==> config.mk <==
export PLATFORM = sky130hd
export DESIGN_NAME = vtu_front
export DESIGN_NICKNAME = d
export VERILOG_FILES = /design/src/hdl/vtu_pkg.sv /design/src/hdl/vtu_front.sv
export SDC_FILE = /design/constraint.sdc
export NUM_CORES = 1
export LEC_CHECK = 0
export BUFFER_PORTS_ARGS = -buffer_cell sky130_fd_sc_hd__buf_2
export CORE_AREA = 2 2 104 106
export DETAILED_ROUTE_END_ITERATION = 7
export DIE_AREA = 0 0 106 108
export PLACE_DENSITY = 0.77
export SYNTH_ARGS = -nofsm -noshare
export SYNTH_HDL_FRONTEND = slang
export SYNTH_SLANG_ARGS = --single-unit
==> constraint.sdc <==
create_clock -name clock -period 8.5 [get_ports clock]
set_input_delay 1.275 -clock clock [delete_from_list [all_inputs] [get_ports clock]]
set_output_delay 1.275 -clock clock [all_outputs]
set_load 0.01 [all_outputs]
==> src/hdl/vtu_pkg.sv <==
// Shared types and constants for the vertex transform unit.
// Depends on nothing; every other file of the block imports it.
package vtu_pkg;

   localparam int FIELD_W         = 32;
   localparam int OP_W            = 2;
   localparam int CSR_DATA_W      = 64;
   localparam int CSR_INDEX_W     = 3;
   localparam int HALF_W          = 32;
   localparam int DEF_DATA_WIDTH  = 32;
   localparam int DEF_FRAC_BITS   = 16;
   localparam int QUEUE_DEPTH     = 4;

   typedef enum logic [OP_W-1:0] {
      OP_VEC4  = 2'd0,
      OP_POINT = 2'd1,
      OP_DIR   = 2'd2
   } op_type;

   // point: divide by transformed w; vec4: keep transformed w on the output
   typedef struct packed {
      logic point;
      logic vec4;
   } vtu_mode_type;

endpackage

==> src/hdl/vtu_front.sv <==
// Front end: accepts request transactions, decodes the operation and builds the vec4.
// Depends on vtu_pkg.
module vtu_front #(
   parameter int DW = 32,
   parameter int FB = 16,
   parameter int VW = 32
) (
   input  logic                          clock,
   input  logic                          reset,
   input  logic                          req_valid,
   output logic                          req_stall,
   input  logic [vtu_pkg::OP_W-1:0]      req_operation,
   input  logic [vtu_pkg::FIELD_W-1:0]   req_in_x,
   input  logic [vtu_pkg::FIELD_W-1:0]   req_in_y,
   input  logic [vtu_pkg::FIELD_W-1:0]   req_in_z,
   input  logic [vtu_pkg::FIELD_W-1:0]   req_in_w,
   input  logic                          q_ready,
   output logic                          q_push,
   output vtu_pkg::vtu_mode_type         q_mode,
   output logic [3:0][VW-1:0]            q_vec
);
   import vtu_pkg::*;

   logic               f_valid_ff, f_valid_in;
   vtu_mode_type       f_mode_ff, f_mode_in;
   logic [3:0][VW-1:0] f_vec_ff, f_vec_in;
   logic               accept;

   assign req_stall = f_valid_ff && !q_ready;
   assign q_push    = f_valid_ff && q_ready;
   assign accept    = req_valid && !req_stall;
   assign q_mode    = f_mode_ff;
   assign q_vec     = f_vec_ff;

   always_comb begin
      f_vec_in[0] = VW'($signed(req_in_x[DW-1:0]));
      f_vec_in[1] = VW'($signed(req_in_y[DW-1:0]));
      f_vec_in[2] = VW'($signed(req_in_z[DW-1:0]));
      unique case (op_type'(req_operation))
         OP_POINT: begin
            f_mode_in   = '{point: 1'b1, vec4: 1'b0};
            f_vec_in[3] = VW'(1) << FB;
         end
         OP_DIR: begin
            f_mode_in   = '{point: 1'b0, vec4: 1'b0};
            f_vec_in[3] = '0;
         end
         default: begin
            // full vec4, also the unused code
            f_mode_in   = '{point: 1'b0, vec4: 1'b1};
            f_vec_in[3] = VW'($signed(req_in_w[DW-1:0]));
         end
      endcase
      if (accept) begin
         f_valid_in = 1'b1;
      end else if (q_push) begin
         f_valid_in = 1'b0;
      end else begin
         f_valid_in = f_valid_ff;
      end
   end

   always_ff @(posedge clock) begin
      if (reset) begin
         f_valid_ff <= 1'b0;
      end else begin
         f_valid_ff <= f_valid_in;
      end
      if (accept) begin
         f_mode_ff <= f_mode_in;
         f_vec_ff  <= f_vec_in;
      end
   end

endmodule

==> impl_metrics.toml <==
[run_status]
outcome = "completed"

[power_and_ir_drop]
p_leak_uw = 0.002764
internal_power_uw = 1319
seq_power_share = 0.466
switching_share = 0.2026
power_density_nw_per_um2 = 261.0
power.share.clock = 0.461
pwr-share-comb = 0.073
vdd_drop_max_mv = 0.1565
power_uw = 1654
p_sw_uw = 335.1

[route]
totalWireLength_um = 9350
viasPerCell = 4.296
ant_nets = 0
dr_total_vias = 2599
drt-wirelength-per-cell_um = 15.45
drc = 0
first_pass_iters = 4
first_iter_violations = 108

[global_routing]
grt.overflow.total = 0
track_usage = 0.1642
grt_max_degree = 68
grt_pass1_vias = 2623
grt_pass1_wl_um = 13430
antenna_found_initial = 1

[synth]
synth_cell_types = 11
synth_xor_area_frac = 0
synth_area_leaders = "edfxtp_1 93%, and2_1 3.1%, and2_2 2.0%"
syn-num-nets = 307
synth_compound_area_frac = 0.002380
yosysWarningCount = 0
synth_seq_cells = 131
synth-simple-area-share = 0.05445
synth_top_family_by_area = "simple AND/OR/NAND/NOR gates"
syn_area_per_cell_sq_um = 24.45
yosysSeqAreaShare = 0.9331
synth.mux.area_fraction = 0.002678
synthAdderAreaFrac = 0.002975
synth_top_area_cell = "edfxtp_1"
netlist.area_leader.share = 0.9283
synth_cells = 172
synth_area_sq_um = 4205

[setup_path]
cp_data_required_time_ns = 7.22
crit_path_max_fanout = 3
worst-endpoint-arrival_ns = 1.73
end_kind = "output pin"
worstSetupPathType = "input port to output pin"
critPathLaunchType = "input port"

[die]
fp.dieH_um = 108
initial_core_util = 0.4110
dieWidth_um = 106
core_sq_um = 10230
row_count = 37
die_area_sq_um = 11450
ios = 266

[sta]
drv_slew = 0
clock.fmax_ghz = 0.3324
rsz0062_at_grt = "no"
hold_viol_final = 0
fin_crit_sh = 0.3539
period_minus_slack_ns = 3.009
relSlewSlack = 0.4699
tns_ns = 0
worstMarginPinSlew_ns = 0.7952
setup_viol_count_final = 0
clock_skew_ns = 0.004458

[cts]
cts_sinks = 131
clkLatencyLatePin_ns = 0.51
htree_levels = 4
clk_pin_slew_worst_paths_ns = 0.06
hold_buffers = 0
cts_root_buf = "clkbuf_8"
postCtsSetupBuffers = 0
clock_path_buffers = 2
numCtsBuffers = 17
cts-resized-gates = 0
tritoncts = "yes"

[flow_run]
maxCapViolations = 0

[finish]
final_cell_mix = "265 x buf_2, 130 x edfxtp_1, 21 x and2_1"
nets = 590
final_area_sq_um = 6339
syn_to_final_growth_pct = 50.73
fin_util = 0.6195
final_common_cell = "buf_2"
drive_above_1_share = 0.6645

[placement]
port_buffers = 265
dpl_cell_area_sq_um = 5709
gp_congestion = 0.6808

[min_path]
hp-class = "register to register"
[cells in the mapped netlist]
cell,count
and2_2,11
ha_1,1
nor2b_1,1
clkbuf_2,3
mux2_2,1
nor2b_2,1
and2_1,21
inv_1,1
o21ba_2,1
dfxtp_1,1
edfxtp_1,130
[worst max-delay path, cell delays in order]
cell and delay, ns:
buf_2 0.11, nor2b_2 0.18, buf_2 0.17
[flip-flops by register name, summed over array words and instances (netlist names)]
register	count
f_valid_ff	1
q_vec	128
q_mode	2
[per-stage QoR]
step	instances	setup WS, ns	hold WS, ns
after floorplan	172	0.7656	0.6693
after global placement	572	5.211	0.6628
after detailed placement	572	5.131	0.6870
after CTS	604	5.486	0.6963
after global routing	605	5.467	0.7160
final	605	5.491	0.6927
[cells by family (layout without fill, tap and decap cells)]
family	Yosys count	in the layout
AOI/OAI and AO/OA	1	1
adders and majority gates	1	1
buffers and inverters	4	300
DFF	131	131
muxes	1	1
other	0	1
and+or+nand+nor	34	34
[power groups by stage]
stage          Combinational (uW)  Clock, uW  Sequential [uW]
2_1_floorplan                24.3          0              813
3_3_place_gp                  119          0              783
3_5_place_dp                  123          0              785
4_1_cts                       123        781              772
5_1_grt                       132        810              774
6_report                      121        763              771
[per-layer routing]
| layer | share of wire | wire length [um] | GRT usage | vias up |
|---|---|---|---|---|
| li1 | - | - | - | 1228 |
| met1 | 0.35 | 3244 | 0.1779 | 1172 |
| met2 | 0.52 | 4856 | 0.2650 | 177 |
| met3 | 0.11 | 993 | 0.06691 | 22 |
| met4 | 0.027 | 256 | 0.1137 | 0 |
| met5 | 0 | 0 | 0 | - |
[layout make-up]
cell class	count	area (sq um)
sequential	131	3924
fill	779	3892
timing repair buffer	267	1341
clock buffer	17	414.1
multi-input combinational	37	270.3
clock inverter	15	212.7
tap	136	170.2
inverter	1	3.754
antenna	1	2.502
[path summary, 6_finish.rpt]
path                                 start    endpoint  depth (start not counted)  slack [ns]
worst max-delay path               q_ready   req_stall                          3        5.49
worst min-delay path            f_valid_ff  f_valid_ff                          2        0.69
worst max register to register  f_valid_ff   q_vec[65]                          4        6.12
worst min register to register  f_valid_ff  f_valid_ff                          2        0.69
(Power assumes the default switching activity.)
