===== config.mk =====
export PLATFORM = sky130hd
export DESIGN_NAME = vtu_queue
export DESIGN_NICKNAME = d
export VERILOG_FILES = /design/src/hdl/vtu_pkg.sv /design/src/hdl/vtu_queue.sv
export SDC_FILE = /design/constraint.sdc
export NUM_CORES = 1
export LEC_CHECK = 0
export BUFFER_PORTS_ARGS = -buffer_cell sky130_fd_sc_hd__buf_2
export CAP_MARGIN = 10
export CORE_MARGIN = 2
export CORE_UTILIZATION = 55
export DETAILED_ROUTE_END_ITERATION = 6
export GPL_TIMING_DRIVEN = 0
export PLACE_DENSITY_LB_ADDON = 0.3
export SYNTH_ARGS = -nofsm -noshare
export SYNTH_HDL_FRONTEND = slang
export SYNTH_SLANG_ARGS = --single-unit
export TNS_END_PERCENT = 10

===== constraint.sdc =====
create_clock -name clock -period 1.54 [get_ports clock]
set_input_delay 0.077 -clock clock [delete_from_list [all_inputs] [get_ports clock]]
set_output_delay 0.077 -clock clock [all_outputs]
set_load 0.02 [all_outputs]

===== src/hdl/vtu_pkg.sv =====
// Shared types and constants for the vertex transform unit.
// Depends on nothing; every other file of the block imports it.
package vtu_pkg;

   localparam int FIELD_W         = 32;
   localparam int OP_W            = 2;
   localparam int CSR_DATA_W      = 64;
   localparam int CSR_INDEX_W     = 3;
   localparam int HALF_W          = 32;
   localparam int DEF_DATA_WIDTH  = 32;
   localparam int DEF_FRAC_BITS   = 16;
   localparam int QUEUE_DEPTH     = 4;

   typedef enum logic [OP_W-1:0] {
      OP_VEC4  = 2'd0,
      OP_POINT = 2'd1,
      OP_DIR   = 2'd2
   } op_type;

   // point: divide by transformed w; vec4: keep transformed w on the output
   typedef struct packed {
      logic point;
      logic vec4;
   } vtu_mode_type;

endpackage


===== src/hdl/vtu_queue.sv =====
// Short queue between the front end and the arithmetic back end.
// Depends on vtu_pkg.
module vtu_queue #(
   parameter int WIDTH = 8,
   parameter int DEPTH = 4
) (
   input  logic             clock,
   input  logic             reset,
   input  logic             push,
   input  logic [WIDTH-1:0] push_data,
   output logic             ready,
   input  logic             pop,
   output logic             not_empty,
   output logic [WIDTH-1:0] pop_data
);
   import vtu_pkg::*;

   localparam int PW  = (DEPTH > 1) ? $clog2(DEPTH) : 1;
   localparam int CNW = $clog2(DEPTH + 1);

   logic [WIDTH-1:0] mem_ff [DEPTH];
   logic [PW-1:0]    wr_ptr_ff, wr_ptr_in, rd_ptr_ff, rd_ptr_in;
   logic [CNW-1:0]   count_ff, count_in;

   assign ready     = count_ff != CNW'(DEPTH);
   assign not_empty = count_ff != '0;
   assign pop_data  = mem_ff[rd_ptr_ff];

   always_comb begin
      wr_ptr_in = wr_ptr_ff;
      rd_ptr_in = rd_ptr_ff;
      count_in  = count_ff;
      if (push) begin
         wr_ptr_in = (wr_ptr_ff == PW'(DEPTH - 1)) ? '0 : wr_ptr_ff + PW'(1);
      end
      if (pop) begin
         rd_ptr_in = (rd_ptr_ff == PW'(DEPTH - 1)) ? '0 : rd_ptr_ff + PW'(1);
      end
      if (push && !pop) begin
         count_in = count_ff + CNW'(1);
      end else if (pop && !push) begin
         count_in = count_ff - CNW'(1);
      end
   end

   always_ff @(posedge clock) begin
      if (reset) begin
         wr_ptr_ff <= '0;
         rd_ptr_ff <= '0;
         count_ff  <= '0;
      end else begin
         wr_ptr_ff <= wr_ptr_in;
         rd_ptr_ff <= rd_ptr_in;
         count_ff  <= count_in;
      end
      if (push) begin
         mem_ff[wr_ptr_ff] <= push_data;
      end
   end

   a_no_overfill: assert property (@(posedge clock) disable iff (reset)
      count_ff <= CNW'(DEPTH))
      else $error("queue holds more entries than its depth");

   a_no_pop_empty: assert property (@(posedge clock) disable iff (reset)
      pop |-> not_empty)
      else $error("queue popped while empty");

endmodule


==> summary.md, run 1 <==
| Metric | Value |
|---|---|
| Drt first-iter violations | `20` |
| DIE HEIGHT | `57.9 um` |
| Power Density | `1100 nW/um^2` |
| Critical path type | `reg2out` |
| Antenna violations before repair | `0` |
| Drt wl/cell | `15.4 um` |
| Clock Tree Buf Depth | `2` |
| Critical Path Max Stage Delay | `510 ps` |
| Crit-path cells | `buf_12 -> mux4_2 -> buf_6` |
| Port bufs | `21` |
| Layout area overhead | `20.3%` |
| GPL Wtd Cong | `0.723` |
| Crit path DAT | `1500 ps` |
| Worst setup margin | `-34.2 ps` |
| Inserted Diodes | `0` |
| Final Hold Viols | `0` |
| Startpoint Class | `register` |
| Global Route Usage Sum | `0.167` |
| Clock sinks | `41` |
| Vias in the first global route | `849` |
| Syn Inst Count | `87` |
| Hold Path Class | `in2reg` |
| Total CTS buffers | `5` |
| Slew of the pin with the lowest slew margin | `433 ps` |
| Root Buffer | `clkbuf_4` |
| Via count | `843` |
| Share of cells above drive strength 1 | `0.328` |
| H-tree depth | `2` |
| Failing checks | `negative setup slack` |
| Min cycle time layout | `1570 ps` |
| Standard-cell rows | `19` |
| Slowest cell on the critical path | `mux4_2` |
| Seq/Total Area, Yosys | `0.714` |
| Post-Syn Nets | `106` |
| Netlist cell types | `17` |
| Grt total ovfl | `0` |
| DP Worst Slack | `-17.2 ps` |
| Post-synth EDFFs | `32` |
| Die footprint | `3350 sq um` |
| Sum of buffers and inverters on the critical path | `2` |
| Worst-Skew Late Latency | `340 ps` |
| Mean Syn Cell Area | `18.4 sq um` |
| Antenna Nets Post-Route | `0` |
| Footprint of the multi-input gates | `427 sq um` |
| Worst endpoint required time | `1460 ps` |
| Global-route wire length before repair | `3840 um` |
| Synth Warn # | `0` |
| Pin count of the biggest net entering global routing | `14` |
| Width of the chip | `57.9 um` |
| Slew headroom | `0.711` |
| RSZ-0062 raised after global routing | `true` |
| Slew Limit Fails | `0` |
| Seq. cell area | `1140 sq um` |
| Initial Util | `0.580` |
| Final worst-path cycle share | `1.02` |
| Main flop type after synthesis | `edfxtp_1` |
| Core footprint | `2760 sq um` |
| Status | `complete, but fails checks` |
| Crit-path max FO | `8` |
| Fillers | `198` |
| Achievable Freq | `635 MHz` |
| Worst setup EP type | `output port` |
| CTS tree | `built` |
| Vias per cell | `5.40` |
| Cell family with most CP delay | `multiplexers` |
| Leakage power | `0.725 nW` |
| Post-DP HPWL | `1640 um` |
| Io pins | `22` |
| Drc violations | `0` |
| Yosys reg bits | `41` |
| DR pass1 iterations | `4` |
| Clock skew | `8.22 ps` |
| Max Cap Viol | `0` |
| Final setup fails | `8` |
| Clock transition at path regs | `120 ps` |
| Setup TNS | `-224 ps` |
| Ys async rst share | `0` |
| Routed wire length | `2410 um` |
| Post-Syn Area | `1600 sq um` |
| Maximum vdd drop | `0.906 mV` |
| Final #Nets | `143` |
==> routing by layer <==
metal  share of wire  GRT usage  up-vias
met1            0.43      0.198      420
met2            0.51      0.276       17
met5               0          0        -
met4           0.018     0.0698        0
li1                -          -      402
met3           0.039     0.0603        4
==> power breakdown <==
group	switching [W]	total (W)	internal [W]
Combinational	0.000171	0.000334	0.000163
Clock	0.000327	0.000499	0.000172
Sequential	0.0000338	0.00129	0.00126
Total	0.000531	0.00213	0.00159
==> through the flow <==
stage / power (W) / utilization / std cells / hold WS, ps / instance area, sq um
after floorplan: 0.00151 / - / 87 / 146 / 1600
after global placement: 0.00160 / 0.632 / 139 / 289 / 1740
after detailed placement: 0.00161 / 0.632 / 139 / 300 / 1740
after CTS: 0.00214 / 0.693 / 156 / 49.5 / 1910
after global routing: 0.00224 / 0.698 / 156 / 44.9 / 1920
final: 0.00213 / 0.698 / 156 / 61.7 / 1920
==> cells in the final DEF, fill, tap and decap left out <==
cell / n
buf_6: 4
clkbuf_4: 5
nand2_1: 1
a21oi_1: 2
clkinv_2: 2
o21ai_0: 1
dlygate4sd3_1: 9
inv_1: 4
nor2_1: 8
clkbuf_2: 1
and2_1: 4
nor3b_1: 1
clkinvlp_4: 1
mux2i_1: 4
buf_12: 1
mux4_2: 8
fa_1: 1
dfxtp_2: 2
buf_2: 17
xor2_1: 2
dfxtp_1: 7
edfxtp_1: 32
ha_1: 6
or3_1: 2
==> logic make-up (layout without fill, tap and decap cells) <==
kind of cell | Yosys count | after routing | synth area share
and+or+nand+nor | 16 | 16 | 0.0493
DFF | 41 | 41 | 0.714
AOI/OAI and AO/OA | 3 | 3 | 0.00939
adders and majority gates | 7 | 7 | 0.0595
xor gates and xnor gates | 2 | 2 | 0.0110
buffers and inverters | 6 | 44 | 0.0196
muxes | 12 | 12 | 0.138
==> worst register-to-register path, delay by kind of cell (launching register included) <==
kind,cells,cell delay (ps)
adder cells (fa/ha/maj),1,430
AO/OA/AOI/OAI,1,150
AND/OR/NAND/NOR,1,300
XOR/XNOR,1,160
flip-flops,1,360
==> final cells by class <==
cell class                      count  area share
Buffer                              2      0.0130
Clock buffer                        5      0.0195
Clock inverter                      3     0.00910
Inverter                            4     0.00780
Multi-Input combinational cell     40       0.222
Sequential cell                    41       0.594
Tap cell                           31      0.0202
Timing Repair Buffer               30       0.114
==> cells in the mapped netlist (all sizes together) (2+ instances only) <==
cell type  instances  share of area
and2               4          0.016
edfxtp            32           0.60
or3                2         0.0078
a21oi              2         0.0063
inv                4         0.0094
ha                 6          0.047
nor2               8          0.019
xor2               2          0.011
dfxtp              9           0.11
mux2i              4          0.025
mux4               8           0.11
==> final timing paths <==
path | start | endpoint | slack [ps] | cells past startpoint
hold / removal | pop | rd_ptr_ff[1]$_SDFFE_PP0P_ | 60 | 3
setup reg to reg | count_ff[0]$_SDFFE_PP0P_ | count_ff[2]$_SDFFE_PP0P_ | 80 | 4
hold reg to reg | count_ff[2]$_SDFFE_PP0P_ | count_ff[2]$_SDFFE_PP0P_ | 510 | 2
setup / recovery | register | pop_data[0] | -30 | 3
==> registers in the layout, summed over array words and instances, names as in the netlist, named ones only <==
| register | flops |
|---|---|
| count_ff | 3 |
| mem_ff | 32 |
| rd_ptr_ff | 2 |
| wr_ptr_ff | 2 |
==> what timing repair did <==
| item | 4_1_cts | 5_1_grt |
|---|---|---|
| hold endpoints to repair | 41 | 0 |
| hold buffers | 9 | 0 |
| setup endpoints to repair | 8 | 9 |
| buffers inserted | 0 | 0 |
| gates resized for setup | 8 | 4 |
(Power assumes the default switching activity.)
==> inputs of run 2 (changes only) <==
--- a/config.mk
+++ b/config.mk
@@ -8,9 +8,8 @@
 export BUFFER_PORTS_ARGS = -buffer_cell sky130_fd_sc_hd__buf_2
 export CAP_MARGIN = 10
 export CORE_MARGIN = 2
-export CORE_UTILIZATION = 55
+export CORE_UTILIZATION = 53
 export DETAILED_ROUTE_END_ITERATION = 6
-export GPL_TIMING_DRIVEN = 0
 export PLACE_DENSITY_LB_ADDON = 0.3
 export SYNTH_ARGS = -nofsm -noshare
 export SYNTH_HDL_FRONTEND = slang
==> run 2 against run 1 <==
The run ends with design-rule violations, negative setup slack left. Critical endpoint is now pop_data[7]. Sequential share of layout area shrank 0.76 points. Clock skew shrank 4.6 ps. Non-clock buffer count grew 1. Sequential power is essentially flat. Largest power group unchanged. First-iteration DRC count grew 20%. Maximum frequency grew 0.29%. Register-to-register slack is essentially flat. Global-route usage grew 0.52 points. Setup slack gained 4.6 ps.
==> summary.md, run 2 (same netlist as run 1, synthesis figures left out) <==
| Metric | Value |
|---|---|
| Vias in the first global route | `907` |
| Util after Layout | `0.695` |
| Global-route wire length before repair | `4100 um` |
| Io pins | `22` |
| Max Cap Viol | `0` |
| Clock power share | `0.264` |
| Commonest non-fill, non-tap cell in the layout | `edfxtp_1` |
| Antenna violations before repair | `0` |
| Startpoint Class | `register` |
| Footprint of the multi-input gates | `427 sq um` |
| Reg with most FFs | `mem_ff` |
| Worst endpoint required time | `1460 ps` |
| Reg2reg start | `count_ff[0]$_SDFFE_PP0P_` |
| Global Route Usage Sum | `0.172` |
| Critical Path Max Stage Delay | `520 ps` |
| FF-to-FF setup slack | `90 ps` |
| Slew headroom | `0.706` |
| Root Buffer | `clkbuf_4` |
| Pin count of the biggest net entering global routing | `13` |
| DIE HEIGHT | `58.9 um` |
| Maximum vdd drop | `0.654 mV` |
| CTS tree | `built` |
| Fillers | `200` |
| DP Worst Slack | `-26.5 ps` |
| Power Density | `1140 nW/um^2` |
| Initial Util | `0.570` |
| Top flop regs | `mem_ff x32, count_ff x3` |
| Routed wire length | `2510 um` |
| GPL Wtd Cong | `0.704` |
| Hold slack | `75.5 ps` |
| Internal power | `0.00169 W` |
| Post-DP HPWL | `1690 um` |
| Port bufs | `21` |
| Clock skew | `3.64 ps` |
| Critical path type | `reg2out` |
| Max reg flops | `32` |
| Min cycle time layout | `1570 ps` |
| Slew of the pin with the lowest slew margin | `440 ps` |
| Sw frac | `0.240` |
| Final setup fails | `8` |
| RSZ-0062 raised after global routing | `true` |
| Worst setup EP type | `output port` |
| Core footprint | `2810 sq um` |
| H-tree depth | `2` |
| Worst-Skew Late Latency | `330 ps` |
| DR pass1 iterations | `6` |
| Share of cells above drive strength 1 | `0.333` |
| Achievable Freq | `637 MHz` |
| Standard-cell rows | `19` |
| Slew Limit Fails | `0` |
| Drt first-iter violations | `24` |
| Clock sinks | `41` |
| Final worst-path cycle share | `1.02` |
| Hold Path Class | `in2reg` |
| Leakage power | `0.741 nW` |
| Crit-path max FO | `8` |
| Drc violations | `1` |
| Width of the chip | `58.9 um` |
| Worst flop-to-flop path endpoint | `count_ff[2]$_SDFFE_PP0P_` |
| Final #Nets | `144` |
| Crit path DAT | `1490 ps` |
| Clock Tree Buf Depth | `2` |
| Sequential share of power | `0.583` |
| Crit-path cells | `buf_12 -> mux4_2 -> buf_6` |
| Final Hold Viols | `0` |
| Post-CTS Repair Setup Buffers | `0` |
| Vias per cell | `5.32` |
| Die footprint | `3470 sq um` |
| Slowest cell on the critical path | `mux4_2` |
| Worst setup margin | `-29.7 ps` |
| Combinational power share | `0.152` |
| Most frequent cells in the layout | `edfxtp_1 (32), buf_2 (17), dlygate4sd3_1 (9)` |
| Failing checks | `design-rule violations, negative setup slack` |
| Worst R2R Path Depth | `4` |
| Grt total ovfl | `0` |
| Worst Hold Path Cells | `3` |
| Critical hold path startpoint | `pop` |
| Status | `complete, but fails checks` |
| Clock transition at path regs | `110 ps` |
| Inserted Diodes | `0` |
| WHS Endpoint | `rd_ptr_ff[1]$_SDFFE_PP0P_` |
| Layout area overhead | `21.9%` |
| Seq. cell area | `1140 sq um` |
| Drt wl/cell | `16.0 um` |
| Total CTS buffers | `5` |
| P_sw | `0.000534 W` |
| Via count | `836` |
| Antenna Nets Post-Route | `0` |
[run 2: cell types whose count changed in the layout (fill, tap and decap cells not counted), sizes merged]
cell	change
clkinvlp	-1
clkbuf	+1
clkinv	-1
buf	+2
[run 2: through the flow]
| step | total power, W | TNS [ps] | instances | area [sq um] |
|---|---|---|---|---|
| 5_1_grt | 0.00233 | -809 | 157 | 1950 |
| 2_1_floorplan | 0.00151 | 0 | 87 | 1600 |
| 4_1_cts | 0.00224 | -465 | 157 | 1940 |
| 6_report | 0.00223 | -176 | 157 | 1950 |
| 3_3_place_gp | 0.00160 | 0 | 140 | 1750 |
| 3_5_place_dp | 0.00162 | -26.5 | 140 | 1750 |
[run 2: what timing repair did]
item                                    in CTS  in global routing
hold buffers                                 9                  0
gates resized for setup                      9                  4
endpoints found under the hold margin       37                  0
endpoints found under the setup margin       8                  9
[run 2: metal layers]
metal / vias to the layer above / part of all wire / GRT usage
met1: 408 / 0.44 / 0.205
met4: 0 / 0.017 / 0.0584
li1: 403 / - / -
met3: 4 / 0.045 / 0.0747
met2: 21 / 0.50 / 0.281
met5: - / 0 / 0
[run 2: area by class of cell]
class | instances | area share
multi-input cells | 40 | 0.219
clock inverters | 1 | 0.00257
well taps | 31 | 0.0199
flip-flops and latches | 41 | 0.587
clock buffers | 7 | 0.0334
inverters | 4 | 0.00770
repair buffers | 33 | 0.131
[run 2: worst max-delay path: cells and delay by family, from the launching register on]
family | cells | cell delay (ps)
buffers and inverters | 2 | 280
multiplexers | 1 | 520
flip-flops | 1 | 360
[run 2: power groups by stage]
stage	registers [W]	clock network [W]	logic, W
after floorplan	0.00131	0	0.000207
after global placement	0.00132	0	0.000284
after detailed placement	0.00132	0	0.000300
after CTS	0.00130	0.000603	0.000337
after global routing	0.00131	0.000655	0.000371
final	0.00130	0.000588	0.000339
[run 2: how the worst max path moves through the flow]
stage                             startpoint                       end  slack [ps]  cells after the start
CTS                                 register               pop_data[1]         -60                      3
global placement                         pop  count_ff[2]$_SDFFE_PP0P_          50                      8
floorplan           count_ff[0]$_SDFFE_PP0P_  count_ff[2]$_SDFFE_PP0P_         150                      4
finish                              register               pop_data[7]         -30                      3
detailed placement                       pop  count_ff[2]$_SDFFE_PP0P_         -30                      8
global route                        register               pop_data[1]        -110                      3
